## config.mk

```make
export PLATFORM = sky130hd
export DESIGN_NAME = heater_window_control
export DESIGN_NICKNAME = d
export VERILOG_FILES = /design/src/rtl/hwc_pkg.sv /design/src/rtl/hwc_step.sv /design/src/rtl/heater_window_control.sv
export SDC_FILE = /design/constraint.sdc
export NUM_CORES = 1
export LEC_CHECK = 0
export BUFFER_PORTS_ARGS = -buffer_cell sky130_fd_sc_hd__buf_2
export CORE_ASPECT_RATIO = 0.9
export CORE_MARGIN = 1.5
export CORE_UTILIZATION = 43
export CTS_CLUSTER_SIZE = 20
export DETAILED_ROUTE_END_ITERATION = 10
export SLEW_MARGIN = 20
export SYNTH_ARGS = -nofsm -noshare
export SYNTH_HDL_FRONTEND = slang
export SYNTH_SLANG_ARGS = --single-unit
```

## constraint.sdc

```tcl
create_clock -name clk -period 15.7 [get_ports clk]
set_input_delay 0 -clock clk [delete_from_list [all_inputs] [get_ports clk]]
set_output_delay 0 -clock clk [all_outputs]
set_load 0.02 [all_outputs]
```

## src/rtl/hwc_pkg.sv

```systemverilog
// ----------------------------------------------------------------------------
// hwc_pkg
// Types and constants of the heater window control.
// ----------------------------------------------------------------------------
`default_nettype none

package hwc_pkg;

  // Request kinds
  localparam logic OP_TICK   = 1'b0;
  localparam logic OP_SAMPLE = 1'b1;

  // Readings below 1 degree C count as a broken sensor
  localparam logic [13:0] LOW_TEMP_Q4 = 14'd16;
  localparam logic [8:0]  ALPHA_MAX   = 9'd256;

  typedef enum logic [1:0] {
    MODE_WARMING = 2'd0,
    MODE_READY   = 2'd1,
    MODE_FAULT   = 2'd2
  } hwc_mode_t;

  typedef enum logic [2:0] {
    REG_SETPOINT     = 3'd0,
    REG_READY_MARGIN = 3'd1,
    REG_MAX_SAFE     = 3'd2,
    REG_TURBO_GAP    = 3'd3,
    REG_WINDOW       = 3'd4,
    REG_FORCE        = 3'd5,
    REG_EMA_ALPHA    = 3'd6
  } hwc_reg_t;

  localparam logic [11:0] SETPOINT_RST     = 12'd1488;
  localparam logic [9:0]  READY_MARGIN_RST = 10'd16;
  localparam logic [13:0] MAX_SAFE_RST     = 14'd2400;
  localparam logic [11:0] TURBO_GAP_RST    = 12'd320;
  localparam logic [15:0] WINDOW_RST       = 16'd1000;
  localparam logic [15:0] FORCE_RST        = 16'd0;
  localparam logic [8:0]  EMA_ALPHA_RST    = 9'd64;

  typedef struct packed {
    logic        op;
    logic [13:0] temp_q4;
    logic        sensor_fault;
    logic [15:0] drive_ms;
    logic        extracting;
    logic        warming_override;
    logic        busy_req;
  } hwc_in_t;

  typedef struct packed {
    logic        heater_on;
    logic [1:0]  mode;
    logic [13:0] smoothed_q4;
    logic        became_ready;
  } hwc_out_t;

  typedef struct packed {
    logic [11:0] setpoint_q4;
    logic [9:0]  ready_margin_q4;
    logic [13:0] max_safe_q4;
    logic [11:0] turbo_gap_q4;
    logic [15:0] window_ms;
    logic [15:0] force_ms;
    logic [8:0]  ema_alpha_q8;
  } hwc_cfg_t;

  // Fixed-width part of the control state
  typedef struct packed {
    logic [13:0] smoothed;
    logic [13:0] last_temp;
    hwc_mode_t   mode;
    logic        was_extracting;
  } hwc_state_t;

endpackage

`default_nettype wire

```

## src/rtl/hwc_step.sv

```systemverilog
// ----------------------------------------------------------------------------
// hwc_step
// Next state and result for one request: smoothing, mode and heater decision.
// ----------------------------------------------------------------------------
`default_nettype none

module hwc_step import hwc_pkg::*; #(
  parameter int COUNT_BITS = 16
) (
  input  hwc_in_t               req_i,
  input  hwc_cfg_t              cfg_i,
  input  hwc_state_t            st_i,
  input  logic [COUNT_BITS-1:0] window_count_i,
  input  logic [COUNT_BITS-1:0] extract_count_i,
  output hwc_state_t            st_o,
  output logic [COUNT_BITS-1:0] window_count_o,
  output logic [COUNT_BITS-1:0] extract_count_o,
  output hwc_out_t              res_o
);

  localparam int CMP_W = (COUNT_BITS > 16) ? COUNT_BITS : 16;

  logic                  is_tick;
  logic                  is_live_sample;
  logic                  go_fault;
  logic                  sample_ok;
  logic [COUNT_BITS-1:0] win_tick;
  logic [COUNT_BITS-1:0] ext_tick;
  logic [8:0]            alpha;
  logic [13:0]           ema_old;
  logic signed [14:0]    ema_diff;
  logic signed [24:0]    ema_prod;
  logic signed [23:0]    ema_acc;
  logic signed [12:0]    ready_level;
  logic                  temp_ge_level;
  hwc_mode_t             mode_nxt;
  logic                  ready_pulse;
  logic signed [14:0]    gap;
  logic                  heater;

  // Counters and smoothing
  always_comb begin
    is_tick        = (req_i.op == OP_TICK);
    is_live_sample = (req_i.op == OP_SAMPLE) && (st_i.mode != MODE_FAULT);
    go_fault       = is_live_sample && (req_i.sensor_fault || (req_i.temp_q4 < LOW_TEMP_Q4));
    sample_ok      = is_live_sample && !go_fault;

    win_tick = window_count_i;
    ext_tick = extract_count_i;
    if (is_tick) begin
      if (window_count_i != '1) begin
        win_tick = window_count_i + 1'b1;
      end
      if (req_i.extracting && st_i.was_extracting && (extract_count_i != '1)) begin
        ext_tick = extract_count_i + 1'b1;
      end
    end
    // Rising edge of extraction restarts the forced-on timer
    if (req_i.extracting && !st_i.was_extracting) begin
      ext_tick = '0;
    end

    alpha    = (cfg_i.ema_alpha_q8 > ALPHA_MAX) ? ALPHA_MAX : cfg_i.ema_alpha_q8;
    // First good sample seeds the average
    ema_old  = (st_i.smoothed == '0) ? req_i.temp_q4 : st_i.smoothed;
    ema_diff = $signed({1'b0, req_i.temp_q4}) - $signed({1'b0, ema_old});
    ema_prod = $signed({1'b0, alpha}) * ema_diff;
    ema_acc  = $signed({2'b00, ema_old, 8'h00}) + $signed(ema_prod[23:0]) + 24'sd128;

    ready_level   = $signed({1'b0, cfg_i.setpoint_q4}) - $signed({3'b000, cfg_i.ready_margin_q4});
    temp_ge_level = $signed({1'b0, req_i.temp_q4}) >= ready_level;
  end

  // Mode transitions
  always_comb begin
    mode_nxt    = st_i.mode;
    ready_pulse = 1'b0;
    if (go_fault) begin
      mode_nxt = MODE_FAULT;
    end else if (sample_ok && !req_i.busy_req) begin
      case (st_i.mode)
        MODE_WARMING: begin
          if (temp_ge_level) begin
            mode_nxt    = MODE_READY;
            ready_pulse = 1'b1;
          end
        end
        MODE_READY: begin
          if (!temp_ge_level && !req_i.warming_override) begin
            mode_nxt = MODE_WARMING;
          end
        end
        default: begin
          mode_nxt = st_i.mode;
        end
      endcase
    end
  end

  // Heater decision and outputs
  always_comb begin
    st_o.mode           = mode_nxt;
    st_o.was_extracting = req_i.extracting;
    st_o.smoothed       = sample_ok ? ema_acc[21:8] : st_i.smoothed;
    st_o.last_temp      = sample_ok ? req_i.temp_q4 : st_i.last_temp;
    extract_count_o     = ext_tick;
    window_count_o      = win_tick;
    heater              = 1'b0;
    gap = $signed({3'b000, cfg_i.setpoint_q4}) - $signed({1'b0, st_o.last_temp});

    if ((mode_nxt != MODE_FAULT) && (st_o.smoothed != '0)) begin
      if (st_o.last_temp >= cfg_i.max_safe_q4) begin
        heater = 1'b0;
      end else if (req_i.extracting && (CMP_W'(ext_tick) <= CMP_W'(cfg_i.force_ms))) begin
        heater = 1'b1;
      end else begin
        // Restart the window once past its end
        if (CMP_W'(win_tick) > CMP_W'(cfg_i.window_ms)) begin
          window_count_o = '0;
        end
        if (gap > $signed({3'b000, cfg_i.turbo_gap_q4})) begin
          heater = 1'b1;
        end else begin
          heater = CMP_W'(req_i.drive_ms) > CMP_W'(window_count_o);
        end
      end
    end

    res_o.heater_on    = heater;
    res_o.mode         = mode_nxt;
    res_o.smoothed_q4  = st_o.smoothed;
    res_o.became_ready = ready_pulse;
  end

endmodule

`default_nettype wire

```

## src/rtl/heater_window_control.sv

```systemverilog
// ----------------------------------------------------------------------------
// heater_window_control
// Boiler heater drive with sticky sensor fault, smoothed temperature,
// warming/ready mode and time-proportioning window output.
// ----------------------------------------------------------------------------
//
//   channel | direction | handshake            | payload
//   --------+-----------+----------------------+---------------------------
//   in_     | in        | in_valid / in_ready  | in_data  (hwc_in_t)
//   out_    | out       | out_valid / out_ready| out_data (hwc_out_t)
//   cfg_    | in        | cfg_valid / cfg_ready| cfg_index, cfg_data
//
// Each request passes through the input register and then the result
// register, one request per cycle sustained while results are taken.
// The step logic between the two registers sets that rate.
// A stalled result holds the result register; the input register refills
// as soon as its request moves on, so ready only falls when both are full.
// Synchronous active-low reset clears state, counters and configuration
// to their defaults. cfg_ready is always high.
// ----------------------------------------------------------------------------
`default_nettype none

module heater_window_control import hwc_pkg::*; #(
  parameter int COUNT_BITS = 16
) (
  input  logic     clk,
  input  logic     rst_n,
  input  logic     in_valid,
  output logic     in_ready,
  input  hwc_in_t  in_data,
  output logic     out_valid,
  input  logic     out_ready,
  output hwc_out_t out_data,
  input  logic     cfg_valid,
  output logic     cfg_ready,
  input  logic [2:0]  cfg_index,
  input  logic [15:0] cfg_data
);

  // Input stage
  hwc_in_t in_r;
  logic    in_valid_r;

  // Result stage
  hwc_out_t out_r;
  logic     out_valid_r;

  // Control state
  hwc_state_t            st_r;
  logic [COUNT_BITS-1:0] window_count_r;
  logic [COUNT_BITS-1:0] extract_count_r;

  // Configuration
  hwc_cfg_t cfg_r;

  // Step results
  hwc_state_t            st_nxt;
  logic [COUNT_BITS-1:0] window_count_nxt;
  logic [COUNT_BITS-1:0] extract_count_nxt;
  hwc_out_t              out_nxt;

  logic advance;

  // Move a request into the result register when it is free or draining
  assign advance   = in_valid_r && (!out_valid_r || out_ready);
  assign in_ready  = !in_valid_r || advance;
  assign out_valid = out_valid_r;
  assign out_data  = out_r;
  assign cfg_ready = 1'b1;

  hwc_step #(
    .COUNT_BITS(COUNT_BITS)
  ) u_step (
    .req_i           (in_r),
    .cfg_i           (cfg_r),
    .st_i            (st_r),
    .window_count_i  (window_count_r),
    .extract_count_i (extract_count_r),
    .st_o            (st_nxt),
    .window_count_o  (window_count_nxt),
    .extract_count_o (extract_count_nxt),
    .res_o           (out_nxt)
  );

  // Handshake valids
  always_ff @(posedge clk) begin
    if (!rst_n) begin
      in_valid_r  <= 1'b0;
      out_valid_r <= 1'b0;
    end else begin
      if (in_ready) begin
        in_valid_r <= in_valid;
      end
      if (advance) begin
        out_valid_r <= 1'b1;
      end else if (out_ready) begin
        out_valid_r <= 1'b0;
      end
    end
  end

  // Payload registers: capture on accept / advance
  always_ff @(posedge clk) begin
    if (in_valid && in_ready) begin
      in_r <= in_data;
    end
    if (advance) begin
      out_r <= out_nxt;
    end
  end

  // Commit state as each request leaves the input stage
  always_ff @(posedge clk) begin
    if (!rst_n) begin
      st_r.smoothed       <= '0;
      st_r.last_temp      <= '0;
      st_r.mode           <= MODE_WARMING;
      st_r.was_extracting <= 1'b0;
      window_count_r      <= '0;
      extract_count_r     <= '0;
    end else if (advance) begin
      st_r            <= st_nxt;
      window_count_r  <= window_count_nxt;
      extract_count_r <= extract_count_nxt;
    end
  end

  // Configuration writes; unknown indexes drop
  always_ff @(posedge clk) begin
    if (!rst_n) begin
      cfg_r.setpoint_q4     <= SETPOINT_RST;
      cfg_r.ready_margin_q4 <= READY_MARGIN_RST;
      cfg_r.max_safe_q4     <= MAX_SAFE_RST;
      cfg_r.turbo_gap_q4    <= TURBO_GAP_RST;
      cfg_r.window_ms       <= WINDOW_RST;
      cfg_r.force_ms        <= FORCE_RST;
      cfg_r.ema_alpha_q8    <= EMA_ALPHA_RST;
    end else if (cfg_valid && cfg_ready) begin
      case (cfg_index)
        REG_SETPOINT:     cfg_r.setpoint_q4     <= cfg_data[11:0];
        REG_READY_MARGIN: cfg_r.ready_margin_q4 <= cfg_data[9:0];
        REG_MAX_SAFE:     cfg_r.max_safe_q4     <= cfg_data[13:0];
        REG_TURBO_GAP:    cfg_r.turbo_gap_q4    <= cfg_data[11:0];
        REG_WINDOW:       cfg_r.window_ms       <= cfg_data;
        REG_FORCE:        cfg_r.force_ms        <= cfg_data;
        REG_EMA_ALPHA:    cfg_r.ema_alpha_q8    <= cfg_data[8:0];
        default: begin
          cfg_r <= cfg_r;
        end
      endcase
    end
  end

endmodule

`default_nettype wire

```

==> flow_summary_export.csv <==
group,metric,value,unit
logic_synthesis,synth_seq_cells,207,
min_path,hold_path_class,"primary input to flop",
clock_network,clk_pin_slew,0.06,ns
setup_path,reg2reg_setup_slack,5.43,ns
die,placementRows,69,
routing,antenna_left,0,
logic_synthesis,synth_common_cells,"nand2_1 (357), inv_1 (264), ha_1 (176), a21oi_1 (165), dfxtp_1 (154)",
pwr,p_per_area,104,nW/um2
logic_synthesis,syn_area_per_cell,8.36,um2
global_routing,grt_overflow_total,0,
timing,min_period_over_period,0.654,
routing,drcViolationCount,0,
setup_path,worstPathRequired,16.15,ns
logic_synthesis,async_reset_ff_frac,0,
setup_path,critical-path-slowest-cell,"xnor2_1",
timing,rsz0062_at_grt,"no",
routing,drt_iter0_drc,1078,
clock_network,clk_latency,0.53,ns
global_routing,grt_pass1_vias,14400,
timing,report.final.setup_viol,0,
setup_path,criticalPathCategory,"flop to flop",
timing,maxSlewViolCount,0,
routing,via_per_inst,5.36,
die,core_area,39600,um2
logic_synthesis,synth_cells,2075,
pwr,seqPwrFrac,0.298,
cells_and_area,antennaDiodeCount,0,
routing,vias,14600,
pwr,switchingPower,824,uW
die,ioPinCount,80,
timing,period_needed,10.27,ns
logic_synthesis,post-synth-top-area-fraction,0.178,
logic_synthesis,syn-cell-area,17400,um2
pwr,ir_drop,0.0778,mV
die,die_h,194,um
clock_network,cts_tree,"done",
logic_synthesis,synth_nets,2423,
global_routing,antenna_found_initial,0,
flow_run,drv_cap,0,
logic_synthesis,synth.most_common_cell,"nand2_1",
clock_network,htree_levels,1,
global_routing,grt_pass1_wl,79400,um
die,die-area,41600,um2
setup_path,crit_arrival,10.71,ns
setup_path,cp_slowest_stage_delay,0.58,ns
cells_and_area,syn_to_final_growth,12.1,%
outcome,status,"completed",
pwr,combPwrFrac,0.465,
place,dp_hpwl,38100,um
pwr,p_leak,0.00845,uW
clock_network,cts.sinks,207,
timing,hold_viol_final,0,
place,routabilityCongestion,0.939,
routing,first_pass_iters,5,
setup_path,startpoint,"st_r[18]",
pwr,pwr-share-clk,0.236,
routing,wire_per_inst,18.3,um
logic_synthesis,yosysSeqAreaShare,0.269,
logic_synthesis,synthTopCellsByArea,"dfxtp_1 (18%), fa_1 (13%), ha_1 (13%), edfxtp_1 (9.2%), nand2_1 (7.7%)",
cells_and_area,finalNetCount,2526,
timing,slew_headroom,0.295,
logic_synthesis,synth_edf_count,53,
logic_synthesis,synth.largest_area_cell,"dfxtp_1",
setup_path,ff2ff_path_depth,34,
timing,worst_slew_pin_slew,1.05,ns
die,initial_core_util,0.438,
clock_network,numCtsBuffers,21,
logic_synthesis,ys_warn_count,0,
logic_synthesis,synth_top_flop_cell,"dfxtp_1",
setup_path,crit_path_start_kind,"flop",
clock_network,clockRootBuffer,"clkbuf_16",
timing,tns,0,ns
setup_path,worst_path_most_repeated_cell,"fa_1",
setup_path,worstPathMaxFanout,17,
pwr,swShare,0.408,
die,die_width,215,um
global_routing,grt_max_degree,69,
global_routing,grt_use_total,0.242,
timing,skew,0.0191,ns
place,port_buffers,78,
setup_path,endpoint_kind,"flop",
cells_and_area,utilization,0.491,
routing,wl,49900,um
cells_and_area,layout-drive-gt1-share,0.0771,
clock_network,clockBufferDepth,3,
setup_path,crit_path_end,"window_count_r[15]",
timing,max_freq,97.4,MHz
setup_path,timing.rr.start,"st_r[18]",
setup_path,rr_endpoint,"window_count_r[15]",
pwr,intPower,1190,uW
logic_synthesis,ys_types,86,
[worst min-delay path by stage]
stage | from | endpoint | slack [ns] | cells past startpoint
3_5_place_dp | in_data[16] | in_r[16] | 0.18 | 1
3_3_place_gp | in_data[6] | in_r[6] | 0.18 | 1
6_report | cfg_index[2] | cfg_r[38] | 0.08 | 5
2_1_floorplan | in_data[0] | in_r[0] | 0.1 | 0
4_1_cts | cfg_index[2] | cfg_r[38] | 0.04 | 5
5_1_grt | cfg_valid | cfg_r[38] | 0.12 | 5
[state kept, by name, summed over array words and instances, names as in the netlist]
signal / count
in_valid_r: 1
in_r: 35
out_data: 18
extract_count_r: 16
window_count_r: 16
st_r: 31
out_valid: 1
cfg_r: 89
[worst max-delay path: cells and delay by family, from the launching register on]
family | cells | cell delay (ns)
AND/OR/NAND/NOR | 9 | 2.23
AO/OA/AOI/OAI | 14 | 3.46
buffers and inverters | 3 | 0.16
adder cells (fa/ha/maj) | 7 | 3.32
XOR/XNOR | 1 | 0.58
flip-flops | 1 | 0.39
[power by group through the flow]
| stage | sequential (uW) | clock (uW) | combinational (uW) |
|---|---|---|---|
| after floorplan | 609 | 0 | 680 |
| after global placement | 613 | 0 | 904 |
| after detailed placement | 613 | 0 | 923 |
| after CTS | 602 | 486 | 941 |
| after global routing | 604 | 509 | 1070 |
| final | 602 | 477 | 939 |
[cell families (layout without fill, tap and decap cells)]
kind of cell,Yosys count,count (layout),share of synthesized area
buf+inv,332,450,0.0729
xor+xnor,78,78,0.0402
mux,15,15,0.00887
flops,207,207,0.269
other cells,1,1,0.000216
compound gates,382,382,0.142
fa+ha+maj,291,291,0.258
simple gates,769,769,0.208
[stage by stage]
step / hold slack (ns) / power [uW] / setup WS [ns] / std cells / cell area [um2]
floorplan: 0.0989 / 1290 / 6.63 / 2075 / 17400
global placement: 0.177 / 1520 / 5.85 / 2628 / 18200
detailed placement: 0.178 / 1540 / 5.53 / 2628 / 18200
CTS: 0.0421 / 2030 / 5.49 / 2725 / 19500
global route: 0.116 / 2180 / 4.83 / 2725 / 19500
finish: 0.0841 / 2020 / 5.43 / 2725 / 19500
[final cells by class]
class,count,area (um2)
fillers,3778,20200
multi-input cells,1536,11400
flip-flops and latches,207,4670
repair buffers,147,1060
inverters,265,997
well taps,532,666
clock buffers,24,537
clock inverters,14,91.3
[routing by layer]
| layer | vias to the layer above | wire length [um] | share of wire | global-route usage |
|---|---|---|---|---|
| met4 | 0 | 1150 | 0.023 | 0.0550 |
| met3 | 71 | 3140 | 0.063 | 0.0369 |
| li1 | 7128 | - | - | - |
| met1 | 6984 | 23800 | 0.48 | 0.355 |
| met5 | - | 0 | 0 | 0 |
| met2 | 427 | 21800 | 0.44 | 0.374 |
[cells in the final DEF, fill, tap and decap left out, types with 30 or more instances in the layout]
| master | count |
|---|---|
| nor2_1 | 141 |
| xor2_1 | 31 |
| xnor2_1 | 46 |
| ha_1 | 176 |
| fa_1 | 113 |
| nor3_1 | 37 |
| o21ai_0 | 52 |
| nand3_1 | 30 |
| and2_1 | 30 |
| edfxtp_1 | 53 |
| buf_2 | 78 |
| a21oi_1 | 165 |
| inv_1 | 263 |
| dlygate4sd3_1 | 59 |
| nor2b_1 | 51 |
| dfxtp_1 | 154 |
| nand2_1 | 357 |
[repair_timing]
action	CTS	global route
buffers inserted	0	0
resized for setup	0	0
endpoints found under the hold margin	126	0
hold buffers	59	0
Note: power is estimated with default switching activity, not from simulation.
